**config.mk**
```make
export PLATFORM = sky130hd
export DESIGN_NAME = tpbs_pose_mem
export DESIGN_NICKNAME = d
export VERILOG_FILES = /design/src/rtl/tpbs_pose_mem.sv
export SDC_FILE = /design/constraint.sdc
export NUM_CORES = 2
export LEC_CHECK = 0
export BUFFER_PORTS_ARGS = -buffer_cell sky130_fd_sc_hd__buf_2
export CORE_MARGIN = 4
export CORE_UTILIZATION = 45
export CTS_CLUSTER_SIZE = 28
export DETAILED_ROUTE_END_ITERATION = 12
export PLACE_DENSITY = 0.65
export SLEW_MARGIN = 20
export SYNTH_ARGS = -nofsm -noshare
export SYNTH_HDL_FRONTEND = slang
export SYNTH_SLANG_ARGS = --single-unit
```
**constraint.sdc**
```tcl
create_clock -name clk -period 5.07 [get_ports clk]
set_input_delay 0.2535 -clock clk [delete_from_list [all_inputs] [get_ports clk]]
set_output_delay 0.2535 -clock clk [all_outputs]
set_load 0.02 [all_outputs]
```
**src/rtl/tpbs_pose_mem.sv**
```systemverilog
`timescale 1ns / 1ps

module tpbs_pose_mem #(
	parameter int DEPTH = 96
) (
	input  logic                     clk,
	input  logic                     we,
	input  logic [$clog2(DEPTH)-1:0] waddr,
	input  logic signed [15:0]       wdata,
	input  logic [$clog2(DEPTH)-1:0] raddr_a,
	input  logic [$clog2(DEPTH)-1:0] raddr_b,
	output logic signed [15:0]       rdata_a,
	output logic signed [15:0]       rdata_b
);

	logic signed [15:0] mem [DEPTH];

	always_ff @(posedge clk) begin
		if (we) begin
			mem[waddr] <= wdata;
		end
		rdata_a <= mem[raddr_a];
		rdata_b <= mem[raddr_b];
	end

endmodule

```
* Word level (Yosys, flattened, before mapping)
Memory sizes are Yosys's and may differ from the RTL's. A register that Yosys moved wholly into a read port is not among the register bits.
Cells that the tools add are included.
** Storage, ports and cells
- Memories kept :: 1
- Output and inout bits :: 32
- Bits in registers :: 0
- Memory bits (writable) :: 1536
- Input bits :: 39
** Cells by class
- Mux-type cells :: 2
** Memory list
- mem :: depth 96, width 16, read ports 2, clocked after Yosys merged registers in 2, wr ports 1, line 16 : logic signed [15:0] mem [DEPTH];
** Operators with widths (number)
- two-way mux 1 bit :: 2

* Logic depth before layout (Yosys ltp)
- Depth after elaboration :: 2
- Depth in mapped cells :: 10
- Gate-level depth less buffers :: 5

* Worst setup path before layout
No wires, ideal clock.
- Path kind :: in2reg
- Start :: in we
- End :: mem mem[40][0], enable pin
- Data arrival time :: 2.083 ns
- Stages on the path :: 5
- Setup slack :: 2.578 ns
- Required time :: 4.661 ns
- Cells stage by stage :: clkbuf_1 -> nor2b_1 -> clkbuf_1 -> nand3_1 -> nor3_1
** On the way
- Word-level cells in the longest chain between the ends :: 2
** RTL lines
- start, declared :: line 7 : input logic we,
- two-way mux 1 bit :: line 19 : if (we) begin
- two-way mux 1 bit (not written as such) :: line 20 : mem[waddr] <= wdata;
- end, declared :: line 16
Every way passes these cells.

* Worst setup path in the final report
- Start :: in waddr[1]
- End :: mem mem[26][7], enable pin
** RTL lines
- start, declared :: line 8 : input logic [$clog2(DEPTH)-1:0] waddr,
No word-level cell before the write port.

==> flow_metrics.py <==
metrics = {
    "synth": {
        "yosysWarnings": 0,
        "synth-seq-area-share": 0.656,
        "async_flop_share": 0,
        "yosysTopAreaCell": "edfxtp_1",
        "ys.flop_type": "edfxtp_1",
        "synth_edf_count": 1536,
        "synthTopCellsByCount": "1536 x edfxtp_1, 788 x mux4_2, 138 x nor2_1, 120 x mux2i_1, 101 x buf_2",
        "synth-seq-cells": 1568,
        "synth.distinct_cells": 38,
        "avgSynthCellArea_um2": 20.5,
        "synth_area_um2": 71300,
        "syn_inst": 3481,
        "yosys.area.top_type_share": 0.647,
        "synthMostInstantiatedCell": "edfxtp_1",
        "synthTopCellsByArea": "edfxtp_1 65%, mux4_2 25%, mux2i_1 1.7%",
        "synth_nets": 3520,
    },
    "finish": {
        "finalInstanceArea_um2": 80600,
        "area_delta_synth_final_pct": 13.0,
        "stdcell_count": 5883,
        "fin_nets": 3720,
        "drive_above_1_share": 0.371,
    },
    "clocking": {
        "cts.sinks": 1568,
        "cts_setup_buffers": 0,
        "numCtsBuffers": 165,
        "cts_max_path_buffers": 3,
        "tritoncts": "done",
        "clock_latency_ns": 0.80,
        "path_clk_slew_ns": 0.06,
        "h-tree-depth": 4,
        "root_buffer": "clkbuf_16",
    },
    "run": {
        "drv_cap": 0,
    },
    "floorplanning": {
        "pin_count": 71,
        "die-area_um2": 165000,
        "die_w_um": 406,
        "core-area_um2": 157000,
        "die_y_um": 406,
        "row_count": 145,
        "start_util": 0.454,
    },
    "critical_path": {
        "worstRegToRegCells": 5,
        "endpoint": "mem[26][7]",
        "cp_max_fo": 12,
        "r2r-start": "mem[8][5]",
        "r2r_slack_ns": 2.61,
        "crit_path_start_kind": "input port",
        "crit_path_start": "waddr[1]",
        "rr_endpoint": "rdata_b[5]",
        "cp-end-kind": "register",
        "cp.arrival_ns": 3.29,
        "required_ns": 5.55,
        "crit_type": "input port to register",
    },
    "grt": {
        "grt_antenna_before_repair": 21,
        "grt_pass1_vias": 40000,
        "grt_max_degree": 97,
        "grt_overflow": 0,
        "track_usage": 0.273,
        "grt_pass1_wl_um": 314000,
    },
    "timing": {
        "fin_setup_tns_ns": 0,
        "fmax_mhz": 355,
        "period_share": 0.555,
        "hold_violations": 0,
        "max_slew_margin": 0.209,
        "slew_viol_final": 0,
        "skew_ns": 0.0270,
        "setup_viol": 0,
        "post-route-min-period_ns": 2.81,
        "worst_pin_slew_ns": 1.19,
        "rsz0062_at_grt": "false",
    },
    "drt": {
        "initialDrtViolationCount": 6108,
        "ant_nets": 0,
        "drt_wl_total_um": 224000,
        "viasPerCell": 6.91,
        "wl_per_cell_um": 38.0,
        "dr.pass1.iters": 6,
        "dr_total_vias": 40700,
        "route.detailed.drc": 0,
    },
    "outcome": {
        "status": "finished clean",
    },
    "placement": {
        "gp_congestion": 0.909,
        "io_buffers": 70,
        "hpwlAfterDp_um": 145000,
        "place_inst": 5556,
        "place_area_um2": 75100,
    },
    "pwr": {
        "powerDensity_nw_per_um2": 354,
        "power_leakage_nw": 25.0,
        "ir_drop_mv": 0.342,
    },
    "worst_hold_path": {
        "hold_class": "input port to register",
    },
}
metrics by stage:
stage / total power, W / setup slack [ns] / hold WS (ns) / utilization
2_1_floorplan: 0.0159 / 2.58 / 0.352 / -
3_3_place_gp: 0.0170 / 1.27 / 0.554 / 0.479
3_5_place_dp: 0.0170 / 1.54 / 0.563 / 0.479
4_1_cts: 0.0286 / 2.42 / 0.0524 / 0.512
5_1_grt: 0.0293 / 2.26 / 0.0593 / 0.513
6_report: 0.0285 / 2.26 / 0.0666 / 0.513
cells by family after synthesis:
family | Yosys count | synth area share
buf+inv | 271 | 0.0193
compound gates | 364 | 0.0355
flops | 1568 | 0.656
simple gates | 370 | 0.0237
mux | 908 | 0.266
registers in the layout, indices dropped and copies added, names as in the netlist:
name     flops
rdata_a     16
mem       1536
rdata_b     16
routing by layer:
metal	global-route usage	vias to the layer above	wire [µm]
met5	0	-	49
met4	0.0967	8	8750
li1	-	15700	-
met3	0.0780	420	28800
met2	0.411	2794	102000
met1	0.385	21700	84000
where the power goes:
group          leakage, nW  internal [W]  switching, W  total (W)
clock network         2.51       0.00663       0.00511     0.0117
registers             14.1        0.0143      0.000119     0.0144
logic                 8.41      0.000880       0.00146    0.00234
total                 25.0        0.0218       0.00670     0.0285
placed cells by master, fill, tap and decap left out, types with 13 or more instances in the layout:
cell type / n
nand2_1: 76
o221ai_1: 33
buf_2: 49
clkinv_1: 22
a211oi_1: 16
nor2b_1: 20
edfxtp_1: 1536
nand2b_1: 14
nand4_1: 13
nor2_1: 45
buf_4: 212
nand3_1: 66
clkbuf_16: 165
o21ai_0: 13
clkbuf_1: 51
buf_12: 20
nor2_2: 83
clkinv_2: 17
a21oi_1: 53
dfxtp_1: 32
mux2i_1: 120
mux4_2: 788
o22ai_1: 84
a22oi_1: 94
o211ai_1: 30
cell type report:
class | count | area (µm²)
antenna | 12 | 30.0
clock inverter | 71 | 708
tap | 2058 | 2570
sequential | 1568 | 46800
fill | 12300 | 76400
timing repair buffer | 303 | 2520
inverter | 1 | 3.75
clock buffer | 228 | 4490
multi-input combinational | 1642 | 23500
worst max-delay path, cell delays in order:
cell           delay, ns
dlygate4sd3_1       0.58
buf_2               0.27
nor2b_1             0.21
nand2_1             0.68
nor2_2              0.91
buf_4               0.37
worst min-delay path by stage:
| stage | from | to | slack (ns) | depth (start not counted) |
|---|---|---|---|---|
| finish | wdata[8] | mem[30][8] | 0.07 | 1 |
| global route | wdata[1] | mem[67][1] | 0.06 | 1 |
| CTS | waddr[0] | mem[37][14] | 0.05 | 3 |
| detailed placement | wdata[4] | mem[11][4] | 0.56 | 1 |
| global placement | wdata[4] | mem[11][4] | 0.55 | 1 |
| floorplan | wdata[0] | mem[0][0] | 0.35 | 0 |
what timing repair did:
action	CTS	global route
hold endpoints to repair	139	118
resized for setup	0	0
hold buffers	8	4
Note: power is estimated with default switching activity, not from simulation.
