$ cat src/rtl/tpbs_pkg.sv
`timescale 1ns / 1ps

package tpbs_pkg;

	// Configuration port widths and register indexes.
	localparam int CFG_IDX_W  = 3;
	localparam int CFG_DATA_W = 16;

	localparam logic [CFG_IDX_W-1:0] CFG_SEGMENT_TICKS = 3'd0;
	localparam logic [CFG_IDX_W-1:0] CFG_KP_START      = 3'd1;
	localparam logic [CFG_IDX_W-1:0] CFG_KP_END        = 3'd2;
	localparam logic [CFG_IDX_W-1:0] CFG_KD_VALUE      = 3'd3;

	localparam logic [10:0] SEGMENT_TICKS_RST = 11'd1500;
	localparam logic [7:0]  KP_START_RST      = 8'd20;
	localparam logic [7:0]  KP_END_RST        = 8'd60;
	localparam logic [7:0]  KD_VALUE_RST      = 8'd5;

	// Script segments.
	localparam logic [2:0] SEG_STAND   = 3'd0;
	localparam logic [2:0] SEG_REAR    = 3'd1;
	localparam logic [2:0] SEG_FRONT   = 3'd2;
	localparam logic [2:0] SEG_PREPARE = 3'd3;
	localparam logic [2:0] SEG_KICK    = 3'd4;
	localparam logic [2:0] SEG_IDLE    = 3'd5;

	// Upper joint bound that means every joint; clipped to the joint count.
	localparam logic [5:0] GROUP_ALL = 6'd32;

	// e^(1/300) - 1 in Q32 from a six-term series, as used to grow the
	// exponential while the phase table is built.
	localparam logic [63:0] EXP_T1  = (64'd1 << 56) / 64'd300;
	localparam logic [63:0] EXP_T2  = EXP_T1 / 64'd600;
	localparam logic [63:0] EXP_T3  = EXP_T2 / 64'd900;
	localparam logic [63:0] EXP_T4  = EXP_T3 / 64'd1200;
	localparam logic [63:0] EXP_T5  = EXP_T4 / 64'd1500;
	localparam logic [63:0] EXP_T6  = EXP_T5 / 64'd1800;
	localparam logic [63:0] EXP_SUM = EXP_T1 + EXP_T2 + EXP_T3 + EXP_T4 + EXP_T5 + EXP_T6;
	localparam logic [23:0] EXP_D   = 24'((EXP_SUM + (64'd1 << 23)) >> 24);

	localparam logic [47:0] EXP_ONE = 48'd1 << 28;
	localparam logic [47:0] EXP_CAP = 48'd1 << 46;
	localparam logic [15:0] PHASE_MAX = 16'd32767;

	localparam int BASE_POSES  = 6;
	localparam int BASE_JOINTS = 12;

	localparam logic signed [15:0] BASE_POSE [BASE_POSES][BASE_JOINTS] = '{
		'{16'sd194, 16'sd5005, -16'sd10010, -16'sd194, 16'sd5005, -16'sd10010,
		  16'sd194, 16'sd5005, -16'sd10010, -16'sd194, 16'sd5005, -16'sd10010},
		'{16'sd23, 16'sd2494, -16'sd4987, -16'sd23, 16'sd2494, -16'sd4987,
		  16'sd23, 16'sd2494, -16'sd4987, -16'sd23, 16'sd2494, -16'sd4987},
		'{16'sd194, 16'sd5005, -16'sd10010, -16'sd807, 16'sd2288, -16'sd3793,
		  -16'sd944, 16'sd3629, -16'sd6605, -16'sd837, 16'sd3953, -16'sd7532},
		'{-16'sd1024, 16'sd6144, 16'sd0, -16'sd807, 16'sd2288, -16'sd3793,
		  -16'sd944, 16'sd3629, -16'sd6605, -16'sd837, 16'sd3953, -16'sd7532},
		'{-16'sd1024, -16'sd6144, -16'sd3277, -16'sd807, 16'sd2288, -16'sd3793,
		  -16'sd944, 16'sd3629, -16'sd6605, -16'sd837, 16'sd3953, -16'sd7532},
		'{16'sd238, -16'sd4772, -16'sd4987, -16'sd807, 16'sd2288, -16'sd3793,
		  -16'sd944, 16'sd3629, -16'sd6605, -16'sd837, 16'sd3953, -16'sd7532}
	};

	function automatic logic signed [15:0] base_pose(input logic [4:0] p, input logic [5:0] j);
		logic signed [15:0] v;
		v = 16'sd0;
		if (p < 5'(BASE_POSES) && j < 6'(BASE_JOINTS)) begin
			v = BASE_POSE[p[2:0]][j[3:0]];
		end
		return v;
	endfunction

	function automatic logic [3:0] seg_dest(input logic [2:0] seg);
		logic [3:0] v;
		case (seg)
			SEG_STAND:   v = 4'd1;
			SEG_REAR:    v = 4'd2;
			SEG_FRONT:   v = 4'd2;
			SEG_PREPARE: v = 4'd3;
			SEG_KICK:    v = 4'd4;
			default:     v = 4'd0;
		endcase
		return v;
	endfunction

	function automatic logic [3:0] seg_org(input logic [2:0] seg);
		logic [3:0] v;
		case (seg)
			SEG_STAND:   v = 4'd0;
			SEG_REAR:    v = 4'd1;
			SEG_FRONT:   v = 4'd1;
			SEG_PREPARE: v = 4'd2;
			SEG_KICK:    v = 4'd2;
			default:     v = 4'd0;
		endcase
		return v;
	endfunction

	function automatic logic [5:0] seg_lo(input logic [2:0] seg);
		logic [5:0] v;
		case (seg)
			SEG_REAR: v = 6'd6;
			SEG_KICK: v = 6'd1;
			default:  v = 6'd0;
		endcase
		return v;
	endfunction

	function automatic logic [5:0] seg_hi(input logic [2:0] seg);
		logic [5:0] v;
		case (seg)
			SEG_STAND:   v = GROUP_ALL;
			SEG_REAR:    v = 6'd12;
			SEG_FRONT:   v = 6'd6;
			SEG_PREPARE: v = 6'd6;
			SEG_KICK:    v = 6'd2;
			default:     v = 6'd0;
		endcase
		return v;
	endfunction

endpackage

$ cat src/rtl/tpbs_phase_gen.sv
`timescale 1ns / 1ps

// Builds the tanh phase table after reset: entry k is (E-1)/(E+1) in Q0.15,
// where E = e^(k/300) is grown by one multiply-add per entry. Each entry goes
// through a setup step, sixteen restoring divide steps, a multiply of the high and
// then the low half of E on a shared multiplier, and a write.
module tpbs_phase_gen #(
	parameter int DEPTH = 2048
) (
	input  logic                     clk,
	input  logic                     arst_n,
	output logic                     wr_en,
	output logic [$clog2(DEPTH)-1:0] wr_addr,
	output logic [15:0]              wr_data,
	output logic                     done
);

	localparam int AW = $clog2(DEPTH);

	localparam logic [2:0] G_START = 3'd0;
	localparam logic [2:0] G_DIV   = 3'd1;
	localparam logic [2:0] G_M1    = 3'd2;
	localparam logic [2:0] G_M2    = 3'd3;
	localparam logic [2:0] G_WR    = 3'd4;
	localparam logic [2:0] G_DONE  = 3'd5;

	logic [2:0]    st_q;
	logic [47:0]   r_q;
	logic [AW-1:0] k_q;
	logic [3:0]    cnt_q;
	logic [63:0]   rem_q;
	logic [63:0]   dsh_q;
	logic [15:0]   quo_q;
	logic [50:0]   hi_q;
	logic [23:0]   lo_q;

	logic [47:0] num;
	logic [47:0] den;
	logic        ge;
	logic [26:0] mop;
	logic [50:0] prod;
	logic [51:0] isum;

	assign num  = r_q - tpbs_pkg::EXP_ONE;
	assign den  = r_q + tpbs_pkg::EXP_ONE;
	assign ge   = rem_q >= dsh_q;
	// The high and low halves of E go through the same multiplier in turn.
	assign mop  = (st_q == G_M1) ? r_q[46:20] : {7'd0, r_q[19:0]};
	assign prod = 51'(mop) * 51'(tpbs_pkg::EXP_D);
	assign isum = 52'(hi_q) + 52'(lo_q) + 52'd2048;

	always_ff @(posedge clk or negedge arst_n) begin
		if (!arst_n) begin
			st_q  <= G_START;
			r_q   <= tpbs_pkg::EXP_ONE;
			k_q   <= '0;
			cnt_q <= '0;
		end else begin
			case (st_q)
				G_START: begin
					cnt_q <= 4'd15;
					st_q  <= G_DIV;
				end
				G_DIV: begin
					cnt_q <= cnt_q - 4'd1;
					if (cnt_q == 4'd0) begin
						st_q <= G_M1;
					end
				end
				G_M1: begin
					st_q <= G_M2;
				end
				G_M2: begin
					st_q <= G_WR;
				end
				G_WR: begin
					if (r_q < tpbs_pkg::EXP_CAP) begin
						r_q <= r_q + 48'(isum[51:12]);
					end
					if (k_q == AW'(DEPTH - 1)) begin
						st_q <= G_DONE;
					end else begin
						k_q  <= k_q + AW'(1);
						st_q <= G_START;
					end
				end
				G_DONE: begin
					st_q <= G_DONE;
				end
				default: begin
					st_q <= G_DONE;
				end
			endcase
		end
	end

	always_ff @(posedge clk) begin
		case (st_q)
			G_START: begin
				rem_q <= 64'({num, 15'd0}) + 64'(den >> 1);
				dsh_q <= {1'b0, den, 15'd0};
				quo_q <= '0;
			end
			G_DIV: begin
				if (ge) begin
					rem_q <= rem_q - dsh_q;
				end
				quo_q <= {quo_q[14:0], ge};
				dsh_q <= dsh_q >> 1;
			end
			G_M1: begin
				hi_q <= prod;
			end
			G_M2: begin
				lo_q <= prod[43:20];
			end
			default: begin
			end
		endcase
	end

	assign wr_en   = (st_q == G_WR);
	assign wr_addr = k_q;
	assign wr_data = (quo_q > tpbs_pkg::PHASE_MAX) ? tpbs_pkg::PHASE_MAX : quo_q;
	assign done    = (st_q == G_DONE);

endmodule

$ cat config.mk
export PLATFORM = sky130hd
export DESIGN_NAME = tpbs_phase_gen
export DESIGN_NICKNAME = d
export VERILOG_FILES = /design/src/rtl/tpbs_pkg.sv /design/src/rtl/tpbs_phase_gen.sv
export SDC_FILE = /design/constraint.sdc
export NUM_CORES = 2
export LEC_CHECK = 0
export BUFFER_PORTS_ARGS = -buffer_cell sky130_fd_sc_hd__buf_2
export CORE_UTILIZATION = 40
export CTS_CLUSTER_SIZE = 14
export DETAILED_ROUTE_END_ITERATION = 12
export PLACE_DENSITY = 0.62
export SLEW_MARGIN = 20
export SYNTH_ARGS = -nofsm -noshare
export SYNTH_HDL_FRONTEND = slang
export SYNTH_SLANG_ARGS = --single-unit
$ cat constraint.sdc
create_clock -name clk -period 10.1 [get_ports clk]
set_input_delay 0 -clock clk [delete_from_list [all_inputs] [get_ports clk]]
set_output_delay 0 -clock clk [all_outputs]
set_load 0.02 [all_outputs]
Word level (Yosys, flattened, before mapping) --
Index checks and enable logic that the tools add are counted.
Word-level totals: flip-flop bits (word level) 285, logic and storage cells 47, output and inout bits 29
Cells by class: magnitude comparators 3, reduce and logical (&&, ||, !) cells 6, bitwise operators 1, multiplexer cells 10, add/sub/neg operators 9, eq/ne operators 8, multipliers 1
Operators by type and width (number):
- case mux 64 bit (2 select lines) | 2
- adder 63 x 47 -> 64 bit | 1
- >= comparator 64 bit | 1
- two-way mux 64 bit | 1
- subtractor 64 bit | 1
- adder 51 x 24 -> 52 bit | 1
- adder 52 x 12 -> 52 bit (second input constant) | 1
- multiplier 27 x 24 -> 51 bit (second input constant) | 1
- adder 48 x 29 -> 48 bit (second input constant) | 1
- adder 48 x 40 -> 48 bit | 1
- < comparator 48 x 47 -> 1 bit (second input constant) | 1
- subtractor 48 x 29 -> 48 bit (second input constant) | 1
- case mux 16 bit (2 select lines) | 1
- two-way mux 27 bit | 1
- > comparator 16 x 15 -> 1 bit (second input constant) | 1
- two-way mux 16 bit | 1
- case mux 3 bit (5 select lines) | 1
- adder 11 x 1 -> 11 bit (second input constant) | 1
- == test 11 bit (second input constant) | 1
- case mux 4 bit (2 select lines) | 1
- == test 3 x 2 -> 1 bit (second input constant) | 2
- == test 3 bit (second input constant) | 2
- two-way mux 3 bit | 2
- AND reduction 2 bit | 3
- 7 further kinds | 8

Depth between registers and ports, before layout --
depth after elaboration 3, mapped depth 32, gate-level depth less buffers 30

Worst setup path before layout --
OpenSTA, ideal clock, no wires.
path kind reg-to-reg, from register st_q[1], to register hi_q[45], data pin, arrival time 9421 ps, setup slack 421 ps, stages on the path, launching flop included 29, buffers on the path 3, period minus slack after synthesis 9679 ps, library setup time 258 ps, data required time 9842 ps, path through dfrtp_1 -> clkbuf_1 -> inv_1 -> nor3_1 -> clkbuf_1 -> nand2_1 -> inv_1 -> ha_1 -> fa_1 -> fa_1 -> inv_1 -> fa_1 -> fa_1 -> fa_1 -> fa_1 -> inv_1 -> ha_1 -> clkbuf_1 -> a21o_1 -> a21oi_1 -> o21a_1 -> o2111a_1 -> o221a_2 -> o311ai_0 -> a31o_2 -> a21o_1 -> a21o_1 -> a21oi_1 -> xnor2_1
Between the ends: longest elaborated chain between the ends 3
RTL lines:
- start: declaration | RTL line tpbs_phase_gen.sv:27 | logic [2:0] st_q;
- start signal: assignment | RTL line tpbs_phase_gen.sv:54 | st_q <= G_START;
- start signal: assignment | RTL line tpbs_phase_gen.sv:62 | st_q <= G_DIV;
- start signal: assignment | RTL line tpbs_phase_gen.sv:67 | st_q <= G_M1;
- == test 3 x 2 -> 1 bit | RTL line tpbs_phase_gen.sv:48 | assign mop = (st_q == G_M1) ? r_q[46:20] : {7'd0, r_q[19:0]};
- two-way mux 27 bit | RTL line tpbs_phase_gen.sv:48
- multiplier 27 x 24 -> 51 bit | RTL line tpbs_phase_gen.sv:49 | assign prod = 51'(mop) * 51'(tpbs_pkg::EXP_D);
- net prod[45] | RTL line tpbs_phase_gen.sv:41 | logic [50:0] prod;
- end signal: assignment | RTL line tpbs_phase_gen.sv:112 | hi_q <= prod;
- end: declaration | RTL line tpbs_phase_gen.sv:34 | logic [50:0] hi_q;
The timed path passes the listed nets, and every way through them passes these cells. A chain may end at the register's enable or synchronous reset.

Worst setup path in the final report --
from register st_q[1], to register hi_q[50], data pin
The elaborated chain is that of the path after synthesis.

==> run metrics <==
status complete, no violations; routability cong. 0.939; layout cells sized above 1 0.0473; Die H 288 µm; vias in the first global route 23.8k; Required @ worst endpoint 10.48 ns; Met3 Routed Length 4920 µm; Rows 104; combinational power share 0.002; Syn Area/Cell 9.42 µm²; CTS root buf clkbuf_16; Longest Clk Path Bufs 3; RSZ-0062 raised after global routing false; Fin. Hold Viols 0; Mapped Nets 4,163; kind of critical path flip-flop to flip-flop; post-synth cell types 81; Syn. warnings 0; Routed Antenna Nets 0; full die area 82,700 µm²; initial antenna violation count 3; CTS tree built; port buffer count 29; Fin Clk Skew 0.0276 ns; Clock transition at path regs 0.06 ns; asr flop ratio synth 0.232; crit end category flip-flop; Yosys top cell area share 0.201; vias 23.9k; Crit path largest cell delay 0.54 ns; final setup margin 1.45 ns; critical path's slowest cell fa_1; CTS sink cnt 284; Critical Path Source Type flip-flop; Lkg Pwr 0.0167 µW; hold crit path type input pin to async pin; TritonCTS Buffers 34; mapped cell area 32,600 µm²; nets 4,139; Detailed Route WL 84,400 µm; Routed met2 length 37,700 µm; Post-Route M1 WL 39,800 µm; Initial DRT Pass Iterations 5; cts repair resizes 0; drt drc 0; Skew-Pair Late Insertion Delay 0.55 ns; clock power share 0.515; register area share after synthesis 0.251; first-pass GRT wire length 133,000 µm; core area 80,700 µm²; Max Used Layer met4; Sequential Power Share 0.483; most numerous cell in the Yosys netlist inv_1; most instantiated cells after synthesis inv_1 (547), ha_1 (412), fa_1 (283); register bit total from synthesis 284; Ant. Diodes 0; CP max FO 77; max cap viols 0; post-DP HPWL 69,800 µm; GRT Total Usage 0.207; sw power 502 µW; TNS Setup 0 ns; max frequency 0.116 GHz; H-tree levels 2; die width 288 µm; period utilisation layout 0.856; largest net degree at the start of global routing 81; drt via density 5.29; I/O Pins 31; synthesized instance count 3,466; Area contributors post-synth edfxtp_1 (20%), fa_1 (17%), ha_1 (16%), inv_1 (6.3%), dfrtp_1 (5.0%); Synth area leader edfxtp_1; pre-CTS worst setup slack 1.50 ns; worst path arrival time 9.03 ns; Synth Flop Type edfxtp_1; grt ovf 0; final slew viol count 0; initial drt markers 1,563; initial core utilization 0.405; worst slew pin tran 1.02 ns; Area Overhead vs Synth 7.49%; Sw Ratio 0.195; Post-synth EDFFs 218; minimum clock period 8.65 ns; Slew HR 0.318; wire per inst 18.6 µm; Worst VDD drop 0.0843 mV; PwrDens 73.4 nW/µm²; internal power component 2070 µW; endpoints failing setup 0
[power by group through the flow]
stage                     Sequential, µW  Combinational (µW)  Clock [µW]
after floorplan                     1270               0.632           0
after global placement              1270                6.00           0
after detailed placement            1270                6.13           0
after CTS                           1240                6.41        1360
after global routing                1240                7.07        1400
final                               1240                5.84        1330
[critical path: cells and delay by family, from the launching register on]
kind / cells / cell delay, ns
adder cells (fa/ha/maj): 8 / 3.76
AO/OA/AOI/OAI: 9 / 1.96
buffers and inverters: 7 / 0.97
AND/OR/NAND/NOR: 3 / 0.68
flip-flops: 1 / 0.52
multiplexers: 1 / 0.52
[path summary, 6_finish.rpt]
path,to,start,cells after the start,slack [ns]
min in group clk,wr_addr[7],wr_addr[7],1,0.48
hold reg to reg,wr_addr[7],wr_addr[7],1,0.48
setup / recovery,hi_q[50],st_q[1],28,1.45
max in group asynchronous,r_q[0],arst_n,3,9.38
hold / removal,cnt_q[2],arst_n,3,0.19
setup reg to reg,hi_q[50],st_q[1],28,1.45
[metrics by stage]
stage	hold slack [ns]	std cells	util	cell area, µm²	total power (µW)
floorplan	-0.296	3466	-	32600	1270
global placement	0.227	4464	0.420	33900	1270
detailed placement	0.241	4464	0.420	33900	1270
CTS	0.211	4525	0.435	35100	2610
global route	0.259	4526	0.435	35100	2650
finish	0.185	4526	0.435	35100	2580
[state kept, by name, summed over array words and instances (netlist names)]
| register | cells |
|---|---|
| wr_addr | 11 |
| dsh_q | 63 |
| lo_q | 24 |
| cnt_q | 4 |
| r_q | 48 |
| hi_q | 51 |
| rem_q | 64 |
| quo_q | 16 |
| st_q | 3 |
[area by class of cell]
type,instances,area (µm²)
clock buffers,41,918
clock inverters,19,284
fillers,7872,45600
inverters,547,2050
multi-input cells,2534,22000
flip-flops and latches,284,8200
well taps,1060,1330
repair buffers,41,263
[layout by cell type, fill, tap and decap left out, drive strengths merged, types with 14 or more instances in the layout]
cell / netlist / layout
o211ai: 15 / 15
and2: 21 / 21
ha: 412 / 412
buf: 6 / 40
or3: 24 / 24
dfrtp: 65 / 65
nor2: 177 / 177
o21ai: 219 / 219
o21bai: 25 / 25
nor2b: 26 / 26
fa: 283 / 283
mux2: 18 / 18
edfxtp: 218 / 218
xor2: 87 / 87
o21a: 26 / 26
o31ai: 14 / 14
inv: 547 / 548
nor3: 35 / 35
xnor2: 176 / 176
clkbuf: 95 / 41
a21o: 115 / 115
nand4: 34 / 34
or2: 23 / 23
a31oi: 28 / 28
nand3: 65 / 65
nand2: 247 / 247
and3: 54 / 54
nand2b: 38 / 38
a21oi: 226 / 226
[routing by layer]
metal,vias up,track usage
li1,11800,-
met1,11500,0.292
met2,548,0.326
met3,97,0.0368
met4,0,0.0532
met5,-,0
[cell families (layout without fill, tap and decap cells)]
group / Yosys count / count (layout) / share of synthesized area
AO/OA/AOI/OAI: 770 / 770 / 0.147
XOR/XNOR: 263 / 263 / 0.0706
adder cells (fa/ha/maj): 695 / 695 / 0.332
buffers and inverters: 648 / 648 / 0.0749
flip-flops: 284 / 284 / 0.251
multiplexers: 27 / 27 / 0.00897
other: 1 / 1 / 0.000115
AND/OR/NAND/NOR: 778 / 778 / 0.116
[what timing repair did]
item                                   CTS  global route
hold buffers                             1             0
setup buffers                            0             0
endpoints found under the hold margin   65             0
Note: power is estimated with default switching activity, not from simulation.
